## src/hw/rtl/ftfp_pkg.sv

```systemverilog
// Package for the fixed-timestep frame planner.
// Holds widths, register indexes, reset values and the types used across the modules.
// Depends on nothing.
package ftfp_pkg;

  localparam int TIME_W      = 31;
  localparam int SUM_W       = 32;
  localparam int FRAC_W      = 16;
  localparam int STEPS_W     = 8;
  localparam int CNT_W       = 6;
  localparam int CFG_INDEX_W = 2;
  localparam int CFG_DATA_W  = 32;

  localparam logic [CNT_W-1:0] STEP_ITERS = 6'd32;
  localparam logic [CNT_W-1:0] FRAC_ITERS = 6'd16;

  localparam logic [TIME_W-1:0]  STEP_LENGTH_RESET     = 31'd16666667;
  localparam logic [TIME_W-1:0]  MAX_FRAME_DELTA_RESET = 31'd250000000;
  localparam logic [STEPS_W-1:0] MAX_STEPS_RESET       = 8'd8;

  typedef enum logic [CFG_INDEX_W-1:0] {
    REG_STEP_LENGTH     = 2'd0,
    REG_MAX_FRAME_DELTA = 2'd1,
    REG_MAX_STEPS       = 2'd2
  } cfg_reg_t;

  typedef struct packed {
    logic [TIME_W-1:0]  step_len;
    logic [TIME_W-1:0]  max_frame_delta;
    logic [STEPS_W-1:0] max_steps;
  } cfg_t;

  typedef struct packed {
    logic              start;
    logic [TIME_W-1:0] rem_init;
    logic [SUM_W-1:0]  dividend;
    logic [CNT_W-1:0]  iterations;
  } div_req_t;

  typedef enum logic [1:0] {
    ST_IDLE,
    ST_STEPS,
    ST_FRAC,
    ST_PUBLISH
  } fsm_state_t;

endpackage

```

## src/hw/rtl/ftfp_cfg_regs.sv

```systemverilog
// Configuration registers of the frame planner with their write port.
// Presents the step length with zero taken as one. Depends on ftfp_pkg.
module ftfp_cfg_regs (
  input  logic                               clk,
  input  logic                               rst,
  input  logic                               cfg_valid,
  output logic                               cfg_ready,
  input  logic [ftfp_pkg::CFG_INDEX_W-1:0]   cfg_index,
  input  logic [ftfp_pkg::CFG_DATA_W-1:0]    cfg_data,
  output ftfp_pkg::cfg_t                     cfg
);

  logic [ftfp_pkg::TIME_W-1:0]  step_length;
  logic [ftfp_pkg::TIME_W-1:0]  max_frame_delta;
  logic [ftfp_pkg::STEPS_W-1:0] max_steps;

  assign cfg_ready = 1'b1;

  always_ff @(posedge clk) begin
    if (rst) begin
      step_length     <= ftfp_pkg::STEP_LENGTH_RESET;
      max_frame_delta <= ftfp_pkg::MAX_FRAME_DELTA_RESET;
      max_steps       <= ftfp_pkg::MAX_STEPS_RESET;
    end else if (cfg_valid && cfg_ready) begin
      unique case (cfg_index)
        ftfp_pkg::REG_STEP_LENGTH: begin
          step_length <= cfg_data[ftfp_pkg::TIME_W-1:0];
        end
        ftfp_pkg::REG_MAX_FRAME_DELTA: begin
          max_frame_delta <= cfg_data[ftfp_pkg::TIME_W-1:0];
        end
        ftfp_pkg::REG_MAX_STEPS: begin
          max_steps <= cfg_data[ftfp_pkg::STEPS_W-1:0];
        end
        default: begin
        end
      endcase
    end
  end

  always_comb begin
    cfg.step_len        = (step_length == '0) ? {{(ftfp_pkg::TIME_W-1){1'b0}}, 1'b1}
                                              : step_length;
    cfg.max_frame_delta = max_frame_delta;
    cfg.max_steps       = max_steps;
  end

endmodule

```

## src/hw/rtl/ftfp_divider.sv

```systemverilog
// Shared restoring divider, one quotient bit per cycle.
// Starts from a given partial remainder, which must be below the divisor. Depends on ftfp_pkg.
module ftfp_divider (
  input  logic                         clk,
  input  logic                         rst,
  input  ftfp_pkg::div_req_t           req,
  input  logic [ftfp_pkg::TIME_W-1:0]  divisor,
  output logic                         busy,
  output logic                         done,
  output logic [ftfp_pkg::SUM_W-1:0]   quotient,
  output logic [ftfp_pkg::TIME_W-1:0]  remainder
);

  logic [ftfp_pkg::TIME_W-1:0] rem;
  logic [ftfp_pkg::TIME_W-1:0] rem_next;
  logic [ftfp_pkg::SUM_W-1:0]  quo;
  logic [ftfp_pkg::SUM_W-1:0]  quo_next;
  logic [ftfp_pkg::CNT_W-1:0]  count;
  logic [ftfp_pkg::SUM_W-1:0]  trial;
  logic [ftfp_pkg::SUM_W-1:0]  diff;
  logic                        fits;

  always_comb begin
    trial    = {rem, quo[ftfp_pkg::SUM_W-1]};
    diff     = trial - {1'b0, divisor};
    fits     = trial >= {1'b0, divisor};
    rem_next = fits ? diff[ftfp_pkg::TIME_W-1:0] : trial[ftfp_pkg::TIME_W-1:0];
    quo_next = {quo[ftfp_pkg::SUM_W-2:0], fits};
  end

  always_ff @(posedge clk) begin
    if (rst) begin
      busy  <= 1'b0;
      done  <= 1'b0;
      count <= '0;
    end else begin
      done <= 1'b0;
      if (req.start) begin
        busy  <= 1'b1;
        count <= req.iterations;
      end else if (busy) begin
        count <= count - 1'b1;
        if (count == {{(ftfp_pkg::CNT_W-1){1'b0}}, 1'b1}) begin
          busy <= 1'b0;
          done <= 1'b1;
        end
      end
    end
  end

  always_ff @(posedge clk) begin
    if (req.start) begin
      rem <= req.rem_init;
      quo <= req.dividend;
    end else if (busy) begin
      rem <= rem_next;
      quo <= quo_next;
    end
  end

  assign quotient  = quo;
  assign remainder = rem;

`ifndef SYNTHESIS
  a_start_when_free: assert property (@(posedge clk) disable iff (rst)
    req.start |-> !busy) else $error("divider started while busy");
  a_rem_below_divisor: assert property (@(posedge clk) disable iff (rst)
    busy |-> (rem < divisor)) else $error("partial remainder not below divisor");
  a_done_after_last: assert property (@(posedge clk) disable iff (rst)
    (busy && !req.start && count == {{(ftfp_pkg::CNT_W-1){1'b0}}, 1'b1}) |=> (done && !busy))
    else $error("divider did not finish after its last iteration");
  a_done_idle: assert property (@(posedge clk) disable iff (rst)
    done |-> !busy) else $error("done raised while still busy");
`endif

endmodule

```

## src/hw/rtl/fixed_timestep_frame_planner_core.sv

```systemverilog
// Top level of the fixed-timestep frame planner.
// Holds the sequencer, the leftover time and the result register; instantiates
// ftfp_cfg_regs and ftfp_divider. Depends on ftfp_pkg.
//
// Usage: each transfer on the input channel carries one signed frame time.
// It is clamped to zero and max_frame_delta, added to the leftover time, and
// divided by the step length in one shared bit-serial divider, first for
// the step count and remainder, then for the Q0.16 blend fraction. The input
// channel is not ready while an item is in work, so the block takes a new
// item only once the last one's result has moved into the output register.
// The result sits in an output register, so a new input item is taken while
// that result still waits; if the receiver stalls past the next item's
// divisions, the sequencer holds the finished result until the register frees.
// The configuration channel is always ready; the user must write it only
// while idle, which the block does not enforce. Synchronous reset loads the
// register defaults, clears the leftover time and empties the output register.
module fixed_timestep_frame_planner_core (
  input  logic                               clk,
  input  logic                               rst,
  input  logic                               in_valid,
  output logic                               in_ready,
  input  logic signed [31:0]                 frame_time,
  output logic                               out_valid,
  input  logic                               out_ready,
  output logic [ftfp_pkg::TIME_W-1:0]        used_delta,
  output logic [ftfp_pkg::STEPS_W-1:0]       step_count,
  output logic [ftfp_pkg::FRAC_W-1:0]        blend_fraction,
  output logic                               was_clamped,
  input  logic                               cfg_valid,
  output logic                               cfg_ready,
  input  logic [ftfp_pkg::CFG_INDEX_W-1:0]   cfg_index,
  input  logic [ftfp_pkg::CFG_DATA_W-1:0]    cfg_data
);

  ftfp_pkg::cfg_t              cfg;
  ftfp_pkg::div_req_t          div_req;
  ftfp_pkg::fsm_state_t        state;
  ftfp_pkg::fsm_state_t        state_next;
  logic                        div_busy;
  logic                        div_done;
  logic [ftfp_pkg::SUM_W-1:0]  div_quotient;
  logic [ftfp_pkg::TIME_W-1:0] div_remainder;

  logic [ftfp_pkg::TIME_W-1:0]  leftover;
  logic [ftfp_pkg::TIME_W-1:0]  used;
  logic                         delta_cut;
  logic [ftfp_pkg::STEPS_W-1:0] steps;
  logic                         steps_cut;
  logic [ftfp_pkg::FRAC_W-1:0]  frac;

  logic [ftfp_pkg::TIME_W-1:0]  safe_time;
  logic                         cut_now;
  logic [ftfp_pkg::TIME_W-1:0]  used_now;
  logic [ftfp_pkg::SUM_W-1:0]   sum_now;
  logic                         steps_over;
  logic                         in_fire;
  logic                         publish;

  ftfp_cfg_regs u_cfg (
    .clk       (clk),
    .rst       (rst),
    .cfg_valid (cfg_valid),
    .cfg_ready (cfg_ready),
    .cfg_index (cfg_index),
    .cfg_data  (cfg_data),
    .cfg       (cfg)
  );

  ftfp_divider u_div (
    .clk       (clk),
    .rst       (rst),
    .req       (div_req),
    .divisor   (cfg.step_len),
    .busy      (div_busy),
    .done      (div_done),
    .quotient  (div_quotient),
    .remainder (div_remainder)
  );

  always_comb begin
    safe_time  = frame_time[31] ? '0 : frame_time[ftfp_pkg::TIME_W-1:0];
    cut_now    = safe_time > cfg.max_frame_delta;
    used_now   = cut_now ? cfg.max_frame_delta : safe_time;
    sum_now    = {1'b0, leftover} + {1'b0, used_now};
    steps_over = div_quotient > {{(ftfp_pkg::SUM_W-ftfp_pkg::STEPS_W){1'b0}}, cfg.max_steps};
    in_fire    = in_valid && in_ready;
  end

  always_comb begin
    state_next = state;
    unique case (state)
      ftfp_pkg::ST_IDLE: begin
        if (in_valid) begin
          state_next = ftfp_pkg::ST_STEPS;
        end
      end
      ftfp_pkg::ST_STEPS: begin
        if (div_done) begin
          state_next = ftfp_pkg::ST_FRAC;
        end
      end
      ftfp_pkg::ST_FRAC: begin
        if (div_done) begin
          state_next = ftfp_pkg::ST_PUBLISH;
        end
      end
      ftfp_pkg::ST_PUBLISH: begin
        if (!out_valid || out_ready) begin
          state_next = ftfp_pkg::ST_IDLE;
        end
      end
      default: begin
        state_next = ftfp_pkg::ST_IDLE;
      end
    endcase
  end

  always_comb begin
    in_ready           = 1'b0;
    publish            = 1'b0;
    div_req.start      = 1'b0;
    div_req.rem_init   = '0;
    div_req.dividend   = sum_now;
    div_req.iterations = ftfp_pkg::STEP_ITERS;
    unique case (state)
      ftfp_pkg::ST_IDLE: begin
        in_ready      = 1'b1;
        div_req.start = in_valid;
      end
      ftfp_pkg::ST_STEPS: begin
        div_req.start      = div_done;
        div_req.rem_init   = div_remainder;
        div_req.dividend   = '0;
        div_req.iterations = ftfp_pkg::FRAC_ITERS;
      end
      ftfp_pkg::ST_FRAC: begin
      end
      ftfp_pkg::ST_PUBLISH: begin
        publish = !out_valid || out_ready;
      end
      default: begin
      end
    endcase
  end

  always_ff @(posedge clk) begin
    if (rst) begin
      state     <= ftfp_pkg::ST_IDLE;
      leftover  <= '0;
      out_valid <= 1'b0;
    end else begin
      state <= state_next;
      if (state == ftfp_pkg::ST_STEPS && div_done) begin
        leftover <= div_remainder;
      end
      if (publish) begin
        out_valid <= 1'b1;
      end else if (out_ready) begin
        out_valid <= 1'b0;
      end
    end
  end

  always_ff @(posedge clk) begin
    if (in_fire) begin
      used      <= used_now;
      delta_cut <= cut_now;
    end
    if (state == ftfp_pkg::ST_STEPS && div_done) begin
      steps_cut <= steps_over;
      steps     <= steps_over ? cfg.max_steps : div_quotient[ftfp_pkg::STEPS_W-1:0];
    end
    if (state == ftfp_pkg::ST_FRAC && div_done) begin
      frac <= div_quotient[ftfp_pkg::FRAC_W-1:0];
    end
    if (publish) begin
      used_delta     <= used;
      step_count     <= steps;
      blend_fraction <= frac;
      was_clamped    <= delta_cut || steps_cut;
    end
  end

`ifndef SYNTHESIS
  a_idle_divider_free: assert property (@(posedge clk) disable iff (rst)
    (state == ftfp_pkg::ST_IDLE) |-> !div_busy) else $error("divider busy while idle");
  a_leftover_below_len: assert property (@(posedge clk) disable iff (rst)
    (state == ftfp_pkg::ST_FRAC) |-> (leftover < cfg.step_len))
    else $error("leftover time not below step length");
  a_accept_starts_div: assert property (@(posedge clk) disable iff (rst)
    in_fire |=> (div_busy && state == ftfp_pkg::ST_STEPS))
    else $error("input transfer did not start the step division");
`endif

endmodule
```

## config.mk

```make
export PLATFORM = sky130hd
export DESIGN_NAME = fixed_timestep_frame_planner_core
export DESIGN_NICKNAME = d
export VERILOG_FILES = /design/src/hw/rtl/ftfp_pkg.sv /design/src/hw/rtl/ftfp_cfg_regs.sv /design/src/hw/rtl/ftfp_divider.sv /design/src/hw/rtl/fixed_timestep_frame_planner_core.sv
export SDC_FILE = /design/constraint.sdc
export NUM_CORES = 1
export LEC_CHECK = 0
export BUFFER_PORTS_ARGS = -buffer_cell sky130_fd_sc_hd__buf_2
export CORE_MARGIN = 2
export CORE_UTILIZATION = 60
export DETAILED_ROUTE_END_ITERATION = 10
export PLACE_DENSITY = 0.8
export SETUP_SLACK_MARGIN = 0.05
export SLEW_MARGIN = 20
export SYNTH_ARGS = -nofsm -noshare
export SYNTH_HDL_FRONTEND = slang
export SYNTH_HIERARCHICAL = 1
export SYNTH_SLANG_ARGS = --single-unit
export TNS_END_PERCENT = 1
```

## constraint.sdc

```tcl
create_clock -name clk -period 14.43 [get_ports clk]
set_input_delay 1.443 -clock clk [delete_from_list [all_inputs] [get_ports clk]]
set_output_delay 1.443 -clock clk [all_outputs]
set_load 0.005 [all_outputs]
```

# Word level (Yosys, flattened, before mapping)
# Index checks and enable logic that the tools add are counted.
# word_totals
in_bits	71
word_cells	81
output_inout_bits	59
regBits	288
# classes
n_bitwise	1
n_reduce_logical	17
n_mux	26
magnitude_cmp	3
add_sub_neg	3
n_eq_ne	11
# op_table
cell	count
31-bit 2-to-1 mux	6
69-bit 2-to-1 mux	1
32-bit 2-to-1 mux	2
31-bit by 31-bit adder with 32-bit output	1
32-bit by 31-bit >= comparator with 1-bit output	1
32-bit by 8-bit greater-than comparator with 1-bit output	1
31-bit greater-than comparator	1
31-bit zero test	1
31-bit subtractor	1
6-bit 2-to-1 mux	2
1-bit 2-to-1 mux	8
2-bit 2-to-1 mux	4
8-bit 2-to-1 mux	1
2-bit one-hot mux with 4 select lines	1
2-bit AND reduction	4
2-bit equality test, second input constant	3
6-bit by 1-bit equality test with 1-bit output, second input constant	1
2-bit inequality test, second input constant	3
6-bit by 1-bit subtractor with 6-bit output, second input constant	1
2-bit by 1-bit equality test with 1-bit output, second input constant	2
2-bit zero test	2
2-bit by 1-bit inequality test with 1-bit output, second input constant	2
4-bit AND reduction	1
2-bit nonzero test	2
other kinds (6)	9

# Logic depth before layout (Yosys ltp)
# Gate-level depths: netlist (run 1).
# depth
word_depth	6
mapped_depth	21

# Cells and area by module
# The synthesis (run 1) kept the hierarchy.
# by_module_without_submodules
mod	seq_area_each_um2	n_inst	cells_per_inst	area_each_um2
fixed_timestep_frame_planner_core	4073.9	1	834	8668.3
ftfp_divider	2052.0	1	534	5266.3
ftfp_cfg_regs	1401.3	1	344	2711.4

# Least setup slack after synthesis (run 1)
# No wires, ideal clock.
# synth_timing
path_type	in2reg
start	input port frame_time[31]
end	register u_div.quo (netlist bit u_div/quotient[26]) (data pin)
n_path_buf	3
setup_slack_ns	8.133
arrival_time_ns	6.037
stages	21
cell_sequence	clkbuf_1 > nor2b_1 > ha_1 > a21o_1 > a21oi_1 > a21oi_1 > or3_1 > or4b_1 > a31o_2 > buf_6 > mux2_4 > ha_1 > and3_1 > clkbuf_1 > nand3_1 > o211ai_1 > a41oi_1 > o31ai_1 > a21bo_2 > mux2_2 > mux2_2
# synth_rtl
item	line	source
start: declaration	fixed_timestep_frame_planner_core.sv:22	input logic signed [31:0] frame_time,
end signal: assignment	ftfp_divider.sv:54	quo <= req.dividend;
end signal: assignment	ftfp_divider.sv:57	quo <= quo_next;
end: declaration	ftfp_divider.sv:16	logic [ftfp_pkg::SUM_W-1:0] quo;

==> impl_metrics.py, run 1 <==
metrics = {
    "layout": {
        "areaGrowthSynthToFinish_pct": 10.13,
        "fin_nets": 1960,
        "final_util_pct": 67.65,
        "drive_above_1_share_pct": 16.40,
    },
    "sta": {
        "slew_violations": 0,
        "worst_slack_ns": 7.585,
        "clock_skew_ns": 0.01863,
        "tightest_slew_ns": 1.057,
        "setup_violations": 0,
        "rsz0062_at_grt": "false",
        "hold_viol_final": 0,
        "timing.fmax_mhz": 146.1,
        "tns_ns": 0,
        "slew_headroom_pct": 29.50,
        "fin_crit_sh_pct": 47.43,
        "layout_min_cycle_time_ns": 6.845,
    },
    "setup_path": {
        "max_stage_delay_ns": 0.48,
        "critPathSlowestCell": "or4b_1",
        "worstPathMaxFanout": 31,
        "arrival_ns": 7.17,
        "crit_type": "input pin to flop",
        "required_ns": 14.76,
        "path_common_cell": "a21oi_1",
        "path_cells": "buf_2 -> nor2b_1 -> ha_1 -> a21o_1 -> a21oi_1 -> a21oi_1 -> or3_1 -> or4b_1 -> a31o_2 -> buf_4 -> mux2_4 -> ha_1 -> a21oi_1 -> o21ai_0 -> and2_1 -> o41a_1 -> a21oi_1 -> o21ba_2 -> mux2_2 -> mux2_2",
        "worst_setup_path_start_kind": "input pin",
        "critPathCaptureType": "flop",
    },
    "synth": {
        "synth_edf_count": 176,
        "synthArstFlopShare_pct": 0,
        "ys_warn_count": 6,
        "synthFlopType": "edfxtp_1",
        "synth-seq-cells": 288,
        "synth.cell_area_sq_um": 16650,
        "synthDistinctLibCells": 77,
        "avgSynthCellArea_sq_um": 9.723,
        "syn_inst": 1712,
        "ys_seq_area_share_pct": 45.22,
    },
    "global_route": {
        "grt_pass1_vias": 12030,
        "use_met1_pct": 39.54,
        "use_met3_pct": 2.845,
        "grt_pass1_wl_microns": 65550,
        "grt-ovfl-total": 0,
        "grt_antenna_before_repair": 1,
        "use_met2_pct": 47.93,
        "grt_max_degree": 104,
        "grtUsageTotal_pct": 28.98,
        "busiest_layer": "met2",
    },
    "floorplan": {
        "boundaryPins": 130,
        "std_cell_rows": 60,
        "die_h_microns": 170.6,
        "die_width_microns": 170.6,
        "core_area_sq_um": 27100,
        "start_util_pct": 61.42,
        "die_area_sq_um": 29090,
    },
    "detailed_routing": {
        "vias": 12775,
        "wl_microns": 41640,
        "firstDrtPassIters": 6,
        "via_per_inst": 5.882,
        "ant_nets": 0,
        "drtIter0Drc": 1049,
        "drc": 0,
        "avgRoutedWirePerCell_microns": 19.17,
    },
    "placed_design": {
        "gp_congestion": 0.9306,
        "place_hpwl_microns": 30640,
        "post-place-ws_ns": 7.076,
        "io_buffers": 127,
    },
    "hold_path": {
        "hp-class": "flop to flop",
    },
    "power_and_ir_drop": {
        "p_leak_nw": 7.695,
        "power_density_nw_per_um2": 173.2,
        "ir_drop_mv": 0.1235,
    },
    "outcome": {
        "status": "finished clean",
    },
    "clock_tree": {
        "clkSinkCount": 288,
        "clk_pin_slew_ns": 0.06,
        "cts_resized": 0,
        "cts_root_buf": "clkbuf_16",
        "cts_tree": "done",
        "clkLatencyLatePin_ns": 0.58,
        "post_cts.repair.setup_buffers": 0,
        "clockBufferDepth": 3,
        "hold_buffers": 0,
        "htree_levels": 1,
        "cts_buffers": 30,
    },
    "flow_run": {
        "maxCapViolCount": 0,
    },
}
==> registers in the layout, summed over array words and instances (netlist names), 16 cells and up <==
signal	flops
frac	16
used	31
leftover	31
u_div/quotient	32
used_delta	31
u_div/remainder	31
u_cfg/step_length	31
blend_fraction	16
u_cfg/max_frame_delta	31
==> logic make-up (layout without fill, tap and decap cells) <==
kind of cell,after synthesis,after routing,synth area share (%)
flops,288,288,45.22
fa+ha+maj,114,114,8.659
other cells,2,6,0.04512
buf+inv,203,287,5.262
xor+xnor,49,49,2.578
compound gates,355,355,13.60
mux,105,105,7.517
simple gates,596,596,17.12
==> routing by layer <==
metal  wire length (microns)  up-vias
met5                       0        -
met4                    1733        0
met3                    2313       89
met2                   19770      431
met1                   17820     6094
li1                        -     6161
==> path summary, 6_finish.rpt <==
check	slack, ns	from	endpoint	cells past startpoint
max	7.59	frame_time[31]	u_div/quotient[27]$_DFFE_PP_	20
min	0.41	used[30]$_DFFE_PP_	used_delta[30]$_DFFE_PP_	0
max reg2reg	8.64	u_cfg/max_frame_delta[25]$_SDFFE_PP1P_	u_div/quotient[27]$_DFFE_PP_	19
min reg2reg	0.41	used[30]$_DFFE_PP_	used_delta[30]$_DFFE_PP_	0
==> where the power goes <==
group / switching, mW / leakage (nW) / total, mW / internal [mW]
clock: 0.347 / 0.488 / 0.773 / 0.426
sequential: 0.144 / 2.58 / 1.26 / 1.12
combinational: 0.661 / 4.62 / 1.14 / 0.480
total: 1.15 / 7.69 / 3.18 / 2.02
==> worst max-delay path, delay by kind of cell <==
family                     cells  cell delay (ns)
and+or+nand+nor                4             1.19
muxes                          3             1.00
buffers and inverters          2             0.75
AOI/OAI and AO/OA              9             2.03
adders and majority gates      2             0.73
==> layout make-up <==
cell class	instances	area, sq um
antenna	1	2.502
clock inverter	19	191.4
sequential	288	7527
fill	2103	8768
tap	372	465.4
timing repair buffer	140	733.2
inverter	91	341.6
multi-input combinational	1224	8264
clock buffer	37	807.0
==> Yosys cell counts, types with 7 or more instances <==
master,n,share of area (%)
nor4_1,14,0.53
a31oi_1,13,0.49
a21oi_1,160,4.8
buf_6,7,0.47
and3_1,9,0.34
xnor2_1,28,1.5
nand3b_1,28,1.3
nor2_1,107,2.4
nor2b_1,43,1.6
and2_1,40,1.5
dfxtp_1,112,13
a211oi_1,12,0.54
mux2_2,48,3.2
xor2_1,21,1.1
or2_2,7,0.26
mux2_4,28,2.5
nand4_1,20,0.75
o21ai_0,42,1.3
o211ai_1,8,0.36
nand2_1,250,5.6
mux2i_1,29,1.7
nor3_1,23,0.69
ha_1,112,8.4
a21o_1,50,2.3
buf_2,11,0.33
nand2b_1,10,0.38
nand3_1,24,0.72
inv_1,91,2.1
clkbuf_1,81,1.8
edfxtp_1,176,32
buf_1,9,0.20
==> stage by stage <==
stage | hold WS (ns) | instance area [sq um] | std cells | total power [mW]
finish | 0.4078 | 18330 | 2172 | 3.176
global route | 0.4061 | 18330 | 2172 | 3.357
CTS | 0.4034 | 18330 | 2171 | 3.168
detailed placement | 0.4045 | 17330 | 2115 | 2.393
global placement | 0.4017 | 17330 | 2115 | 2.354
floorplan | 0.4003 | 16660 | 1715 | 2.108
==> layout by cell type (no fill, tap or decap), types with 12 or more instances in the layout <==
master and instances:
a21o_1 50, nor4_1 14, xor2_1 21, nor2b_1 42, o21ai_0 42, buf_4 13, mux2_4 28, edfxtp_1 176
nand3_1 24, mux2i_1 29, and2_1 40, inv_1 91, xnor2_1 28, nand3b_1 28, dfxtp_1 112, ha_1 111
clkbuf_16 30, nand2_1 250, nand4_1 20, mux2_2 48, nor2_1 107, nor3_1 23, a21oi_1 160, buf_2 127
a211oi_1 12, a31oi_1 13
No activity file was read; power rests on OpenSTA's default activity.
==> inputs of run 2 (changes only) <==
==> constraint.sdc (replaced) <==
create_clock -name clk -period 6.8 [get_ports clk]
set_input_delay 0.68 -clock clk [delete_from_list [all_inputs] [get_ports clk]]
set_output_delay 0.68 -clock clk [all_outputs]
set_load 0.005 [all_outputs]
==> impl_metrics.py, run 2 (synthesis results as in run 1) <==
metrics = {
    "setup_path": {
        "path_depth": 19,
        "crit_type": "input pin to flop",
        "arrival_ns": 6.01,
        "rr_endpoint": "u_div/quotient[26]$_DFFE_PP_",
        "worst_setup_path_start_kind": "input pin",
        "path_cells": "buf_2 -> nor2b_1 -> ha_1 -> a21o_1 -> a21oi_1 -> a21oi_1 -> or3_1 -> or4b_1 -> a31o_2 -> mux2_4 -> ha_1 -> and3_1 -> nand3_1 -> o211ai_1 -> a41oi_1 -> o31ai_1 -> a21bo_2 -> mux2_2 -> mux2_2",
        "critPathCaptureType": "flop",
        "crit_buf_inv": 1,
        "worstPathMaxFanout": 25,
        "reg2reg_depth": 18,
        "required_ns": 7.11,
        "r2r_start": "u_cfg/max_frame_delta[25]$_SDFFE_PP1P_",
        "endpoint": "u_div/quotient[26]$_DFFE_PP_",
        "critPathSlowestCell": "a31o_2",
        "startpoint": "frame_time[31]",
        "r2r_slack_ns": 1.17,
        "cp_top_family": "compound AO/OA/AOI/OAI gates",
        "max_stage_delay_ns": 0.50,
    },
    "detailed_routing": {
        "ant_nets": 0,
        "vias": 12809,
        "avgRoutedWirePerCell_microns": 19.24,
        "wl_met3_microns": 2408,
        "firstDrtPassIters": 6,
        "drtIter0Drc": 1250,
        "wl_met1_microns": 18100,
        "wl_met2_microns": 19940,
        "via_per_inst": 5.889,
        "highest_layer": "met4",
        "drc": 0,
        "wl_microns": 41860,
    },
    "layout": {
        "largest_register_ffs": 32,
        "final_cell_mix": "nand2_1, edfxtp_1, a21oi_1",
        "final_util_pct": 67.81,
        "drive_above_1_share_pct": 16.36,
        "areaGrowthSynthToFinish_pct": 10.40,
        "fin_nets": 1965,
        "diodes": 0,
        "layout_commonest_cell": "nand2_1",
    },
    "sta": {
        "layout_min_cycle_time_ns": 5.695,
        "tns_ns": 0,
        "clock_skew_ns": 0.02622,
        "hold_viol_final": 0,
        "fin_crit_sh_pct": 83.75,
        "setup_violations": 0,
        "fin_hold_ws_ns": 0.3395,
        "rsz0062_at_grt": "false",
        "timing.fmax_mhz": 175.6,
        "slew_violations": 0,
        "slew_headroom_pct": 35.32,
        "tightest_slew_ns": 0.9702,
    },
    "floorplan": {
        "std_cell_rows": 60,
        "boundaryPins": 130,
        "die_width_microns": 170.6,
        "start_util_pct": 61.42,
        "core_area_sq_um": 27100,
        "die_area_sq_um": 29090,
        "die_h_microns": 170.6,
    },
    "clock_tree": {
        "clockBufferDepth": 3,
        "cts_tree": "done",
        "post_cts.repair.setup_buffers": 0,
        "clkLatencyLatePin_ns": 0.58,
        "cts_resized": 0,
        "hold_buffers": 0,
        "clkSinkCount": 288,
        "htree_levels": 1,
        "cts_buffers": 30,
        "cts_root_buf": "clkbuf_16",
        "clk_pin_slew_ns": 0.06,
    },
    "global_route": {
        "grt_antenna_before_repair": 0,
        "grt_max_degree": 103,
        "grtUsageTotal_pct": 28.67,
        "grt_pass1_vias": 11999,
        "grt_pass1_wl_microns": 64670,
        "grt-ovfl-total": 0,
    },
    "placed_design": {
        "io_buffers": 127,
        "gp_congestion": 0.9175,
        "place_hpwl_microns": 30870,
    },
    "hold_path": {
        "hp-class": "input pin to flop",
    },
    "outcome": {
        "status": "finished clean",
    },
    "flow_run": {
        "maxCapViolCount": 0,
    },
    "power_and_ir_drop": {
        "power_density_nw_per_um2": 367.4,
        "ir_drop_mv": 0.2811,
        "p_leak_nw": 7.694,
    },
}
## run 2: stage by stage
stage	power (mW)	instances	setup WS, ns	instance area [sq um]
finish	6.752	2175	1.105	18380
global route	7.120	2175	0.8306	18380
CTS	6.726	2174	1.160	18360
detailed placement	5.072	2119	0.5848	17360
global placement	4.999	2119	0.6769	17360
floorplan	4.473	1715	1.266	16660
## run 2: worst reg2reg max path, delay by kind of cell (launching register included)
family | cells | cell delay (ns)
buffers and inverters | 1 | 0.07
multiplexers | 3 | 1.03
flip-flops | 1 | 0.40
AND/OR/NAND/NOR | 4 | 1.27
adder cells (fa/ha/maj) | 2 | 0.71
AO/OA/AOI/OAI | 8 | 1.87
## run 2: area by class of cell
| cell class | count | area (sq um) |
|---|---|---|
| clock buffer | 33 | 762.0 |
| clock inverter | 22 | 237.7 |
| fill | 2075 | 8725 |
| inverter | 91 | 341.6 |
| multi-input combinational | 1224 | 8264 |
| sequential | 288 | 7527 |
| tap | 372 | 465.4 |
| timing repair buffer | 145 | 778.2 |
## run 2: how the worst min path moves through the flow
stage | start | endpoint | depth (start not counted)
global route | cfg_data[20] | u_cfg/step_length[20]$_SDFFE_PP1P_ | 3
CTS | cfg_data[15] | u_cfg/max_frame_delta[15]$_SDFFE_PP1P_ | 3
finish | cfg_data[13] | u_cfg/max_frame_delta[13]$_SDFFE_PP1P_ | 3
detailed placement | frac[14]$_DFFE_PP_ | blend_fraction[14]$_DFFE_PP_ | 0
floorplan | frac[0]$_DFFE_PP_ | blend_fraction[0]$_DFFE_PP_ | 0
global placement | frac[13]$_DFFE_PP_ | blend_fraction[13]$_DFFE_PP_ | 0
## run 2: layer usage
layer / GRT usage, % / vias to the layer above
li1: - / 6182
met1: 39.39 / 6084
met2: 48.16 / 465
met3: 2.660 / 78
met4: 9.067 / 0
met5: 0 / -
## run 2: power by group
| part | switching [mW] | internal, mW | total (mW) |
|---|---|---|---|
| logic | 1.40 | 1.02 | 2.42 |
| clock network | 0.716 | 0.933 | 1.65 |
| registers | 0.309 | 2.37 | 2.68 |
==> inputs of run 3 (changes only) <==
==> constraint.sdc (replaced) <==
create_clock -name clk -period 5.85 [get_ports clk]
set_input_delay 0.585 -clock clk [delete_from_list [all_inputs] [get_ports clk]]
set_output_delay 0.585 -clock clk [all_outputs]
set_load 0.005 [all_outputs]
==> impl_metrics.py, run 3 (synthesis results as in run 1) <==
metrics = {
    "power_and_ir_drop": {
        "p_comb_share_pct": 35.5,
        "p_int_mw": 5.175,
        "p_leak_nw": 7.834,
        "power.switching_mw": 2.882,
        "power_frac_seq_pct": 38.8,
        "swShare_pct": 35.77,
        "p_clk_share_pct": 25.8,
        "power_density_nw_per_um2": 433.6,
        "ir_drop_mv": 0.4107,
    },
    "layout": {
        "final_cell_mix": "nand2_1, edfxtp_1, a21oi_1",
        "drive_above_1_share_pct": 17.33,
        "fill_cells": 2036,
        "largest_register_ffs": 32,
        "layout_commonest_cell": "nand2_1",
        "areaGrowthSynthToFinish_pct": 11.62,
        "stdcell_area_sq_um": 18580,
        "diodes": 0,
        "fin_nets": 1978,
    },
    "setup_path": {
        "critPathSlowestCell": "or4b_1",
        "critPathCaptureType": "flop",
        "worstPathMaxFanout": 16,
        "path_cells": "inv_1 -> ha_1 -> a21o_1 -> a21oi_1 -> a21oi_1 -> or3_1 -> or4b_1 -> a31o_2 -> buf_12 -> mux2_4 -> ha_1 -> a21oi_1 -> o21ai_0 -> a41oi_1 -> buf_4 -> o31ai_1 -> a21bo_2 -> mux2_2 -> mux2_2",
        "max_stage_delay_ns": 0.49,
        "worst_setup_path_start_kind": "flop",
        "arrival_ns": 5.68,
        "path_common_cell": "a21oi_1",
        "required_ns": 6.18,
        "crit_type": "flop to flop",
    },
    "global_route": {
        "grt_antenna_before_repair": 0,
        "use_met3_pct": 3.493,
        "use_met2_pct": 49.62,
        "grt_pass1_wl_microns": 66410,
        "grt_pass1_vias": 12325,
        "grt_max_degree": 103,
        "use_met1_pct": 38.63,
        "grt-ovfl-total": 0,
        "grtUsageTotal_pct": 29.51,
        "busiest_layer": "met2",
    },
    "floorplan": {
        "die_width_microns": 170.6,
        "boundaryPins": 130,
        "start_util_pct": 61.42,
        "die_h_microns": 170.6,
        "std_cell_rows": 60,
        "core_area_sq_um": 27100,
        "die_area_sq_um": 29090,
    },
    "sta": {
        "fin_hold_ws_ns": 0.2445,
        "clock_skew_ns": 0.01618,
        "fin_crit_sh_pct": 91.50,
        "rsz0062_at_grt": "false",
        "slew_headroom_pct": 27.38,
        "slew_violations": 0,
        "hold_viol_final": 0,
        "tightest_slew_ns": 1.089,
        "layout_min_cycle_time_ns": 5.353,
        "setup_violations": 0,
        "worst_slack_ns": 0.4970,
        "timing.fmax_mhz": 186.8,
    },
    "clock_tree": {
        "clockBufferDepth": 3,
        "hold_buffers": 0,
        "cts_resized": 0,
        "cts_root_buf": "clkbuf_16",
        "cts_tree": "done",
        "clkLatencyLatePin_ns": 0.58,
        "cts_buffers": 31,
        "clkSinkCount": 288,
        "clk_pin_slew_ns": 0.07,
        "htree_levels": 1,
        "post_cts.repair.setup_buffers": 0,
    },
    "detailed_routing": {
        "drc": 0,
        "wl_microns": 42500,
        "firstDrtPassIters": 5,
        "vias": 12835,
        "via_per_inst": 5.861,
        "ant_nets": 0,
        "avgRoutedWirePerCell_microns": 19.41,
        "drtIter0Drc": 1176,
    },
    "placed_design": {
        "post-place-ws_ns": -0.03017,
        "io_buffers": 127,
        "placed_area_sq_um": 17480,
        "place_hpwl_microns": 31610,
        "gp_congestion": 0.9485,
    },
    "outcome": {
        "status": "finished clean",
    },
    "flow_run": {
        "maxCapViolCount": 0,
    },
    "hold_path": {
        "hp-class": "input pin to flop",
    },
}
run 3: changes by cell type in the layout (fill, tap and decap cells not counted), sizes merged:
cell	before	now
buf	145	157
bufinv	3	4
clkbuf	33	35
clkinv	9	7
clkinvlp	7	3
inv	94	100
run 3: worst max-delay path: cells and delay by family (launching register included):
family          cells  cell delay, ns
compound gates      9            1.88
mux                 3            0.90
simple gates        2            0.87
fa+ha+maj           2            0.66
buf+inv             3            0.41
flops               1            0.36
run 3: final cells by class:
cell class / count / area (sq um) / area share [%]
Timing Repair Buffer: 157 / 885.9 / 4.768
Inverter: 91 / 341.6 / 1.838
Clock inverter: 23 / 274.0 / 1.475
Multi-Input combinational cell: 1224 / 8264 / 44.48
Tap cell: 372 / 465.4 / 2.505
Sequential cell: 288 / 7527 / 40.51
Clock buffer: 35 / 822.0 / 4.424
run 3: power by group through the flow:
stage | sequential [mW] | combinational [mW] | clock (mW)
6_report | 3.12 | 2.86 | 2.08
5_1_grt | 3.16 | 3.14 | 2.17
4_1_cts | 3.11 | 2.82 | 2.09
3_5_place_dp | 3.15 | 2.79 | 0
3_3_place_gp | 3.13 | 2.70 | 0
2_1_floorplan | 2.97 | 2.23 | 0
run 3: routing by layer:
layer	vias to the layer above	wire, microns
met5	-	0
met4	0	2014
met3	106	3004
met2	500	20020
met1	6020	17460
li1	6209	-
run 3: path summary, 6_finish.rpt:
path	from	end	slack, ns	cells after the start
worst max-delay path	u_cfg/max_frame_delta[25]$_SDFFE_PP1P_	u_div/quotient[26]$_DFFE_PP_	0.50	19
worst min-delay path	cfg_data[19]	u_cfg/step_length[19]$_SDFFE_PP1P_	0.24	3
worst max register to register	u_cfg/max_frame_delta[25]$_SDFFE_PP1P_	u_div/quotient[26]$_DFFE_PP_	0.50	19
worst min register to register	steps[4]$_DFFE_PP_	step_count[4]$_DFFE_PP_	0.42	0
run 3: stage by stage:
step	instances	power (mW)	setup TNS, ns	utilization, %
6_report	2190	8.056	0	68.56
5_1_grt	2190	8.475	0	68.56
4_1_cts	2190	8.025	0	68.56
3_5_place_dp	2132	5.939	-0.03017	64.52
3_3_place_gp	2132	5.835	0	64.52
2_1_floorplan	1715	5.199	0	-
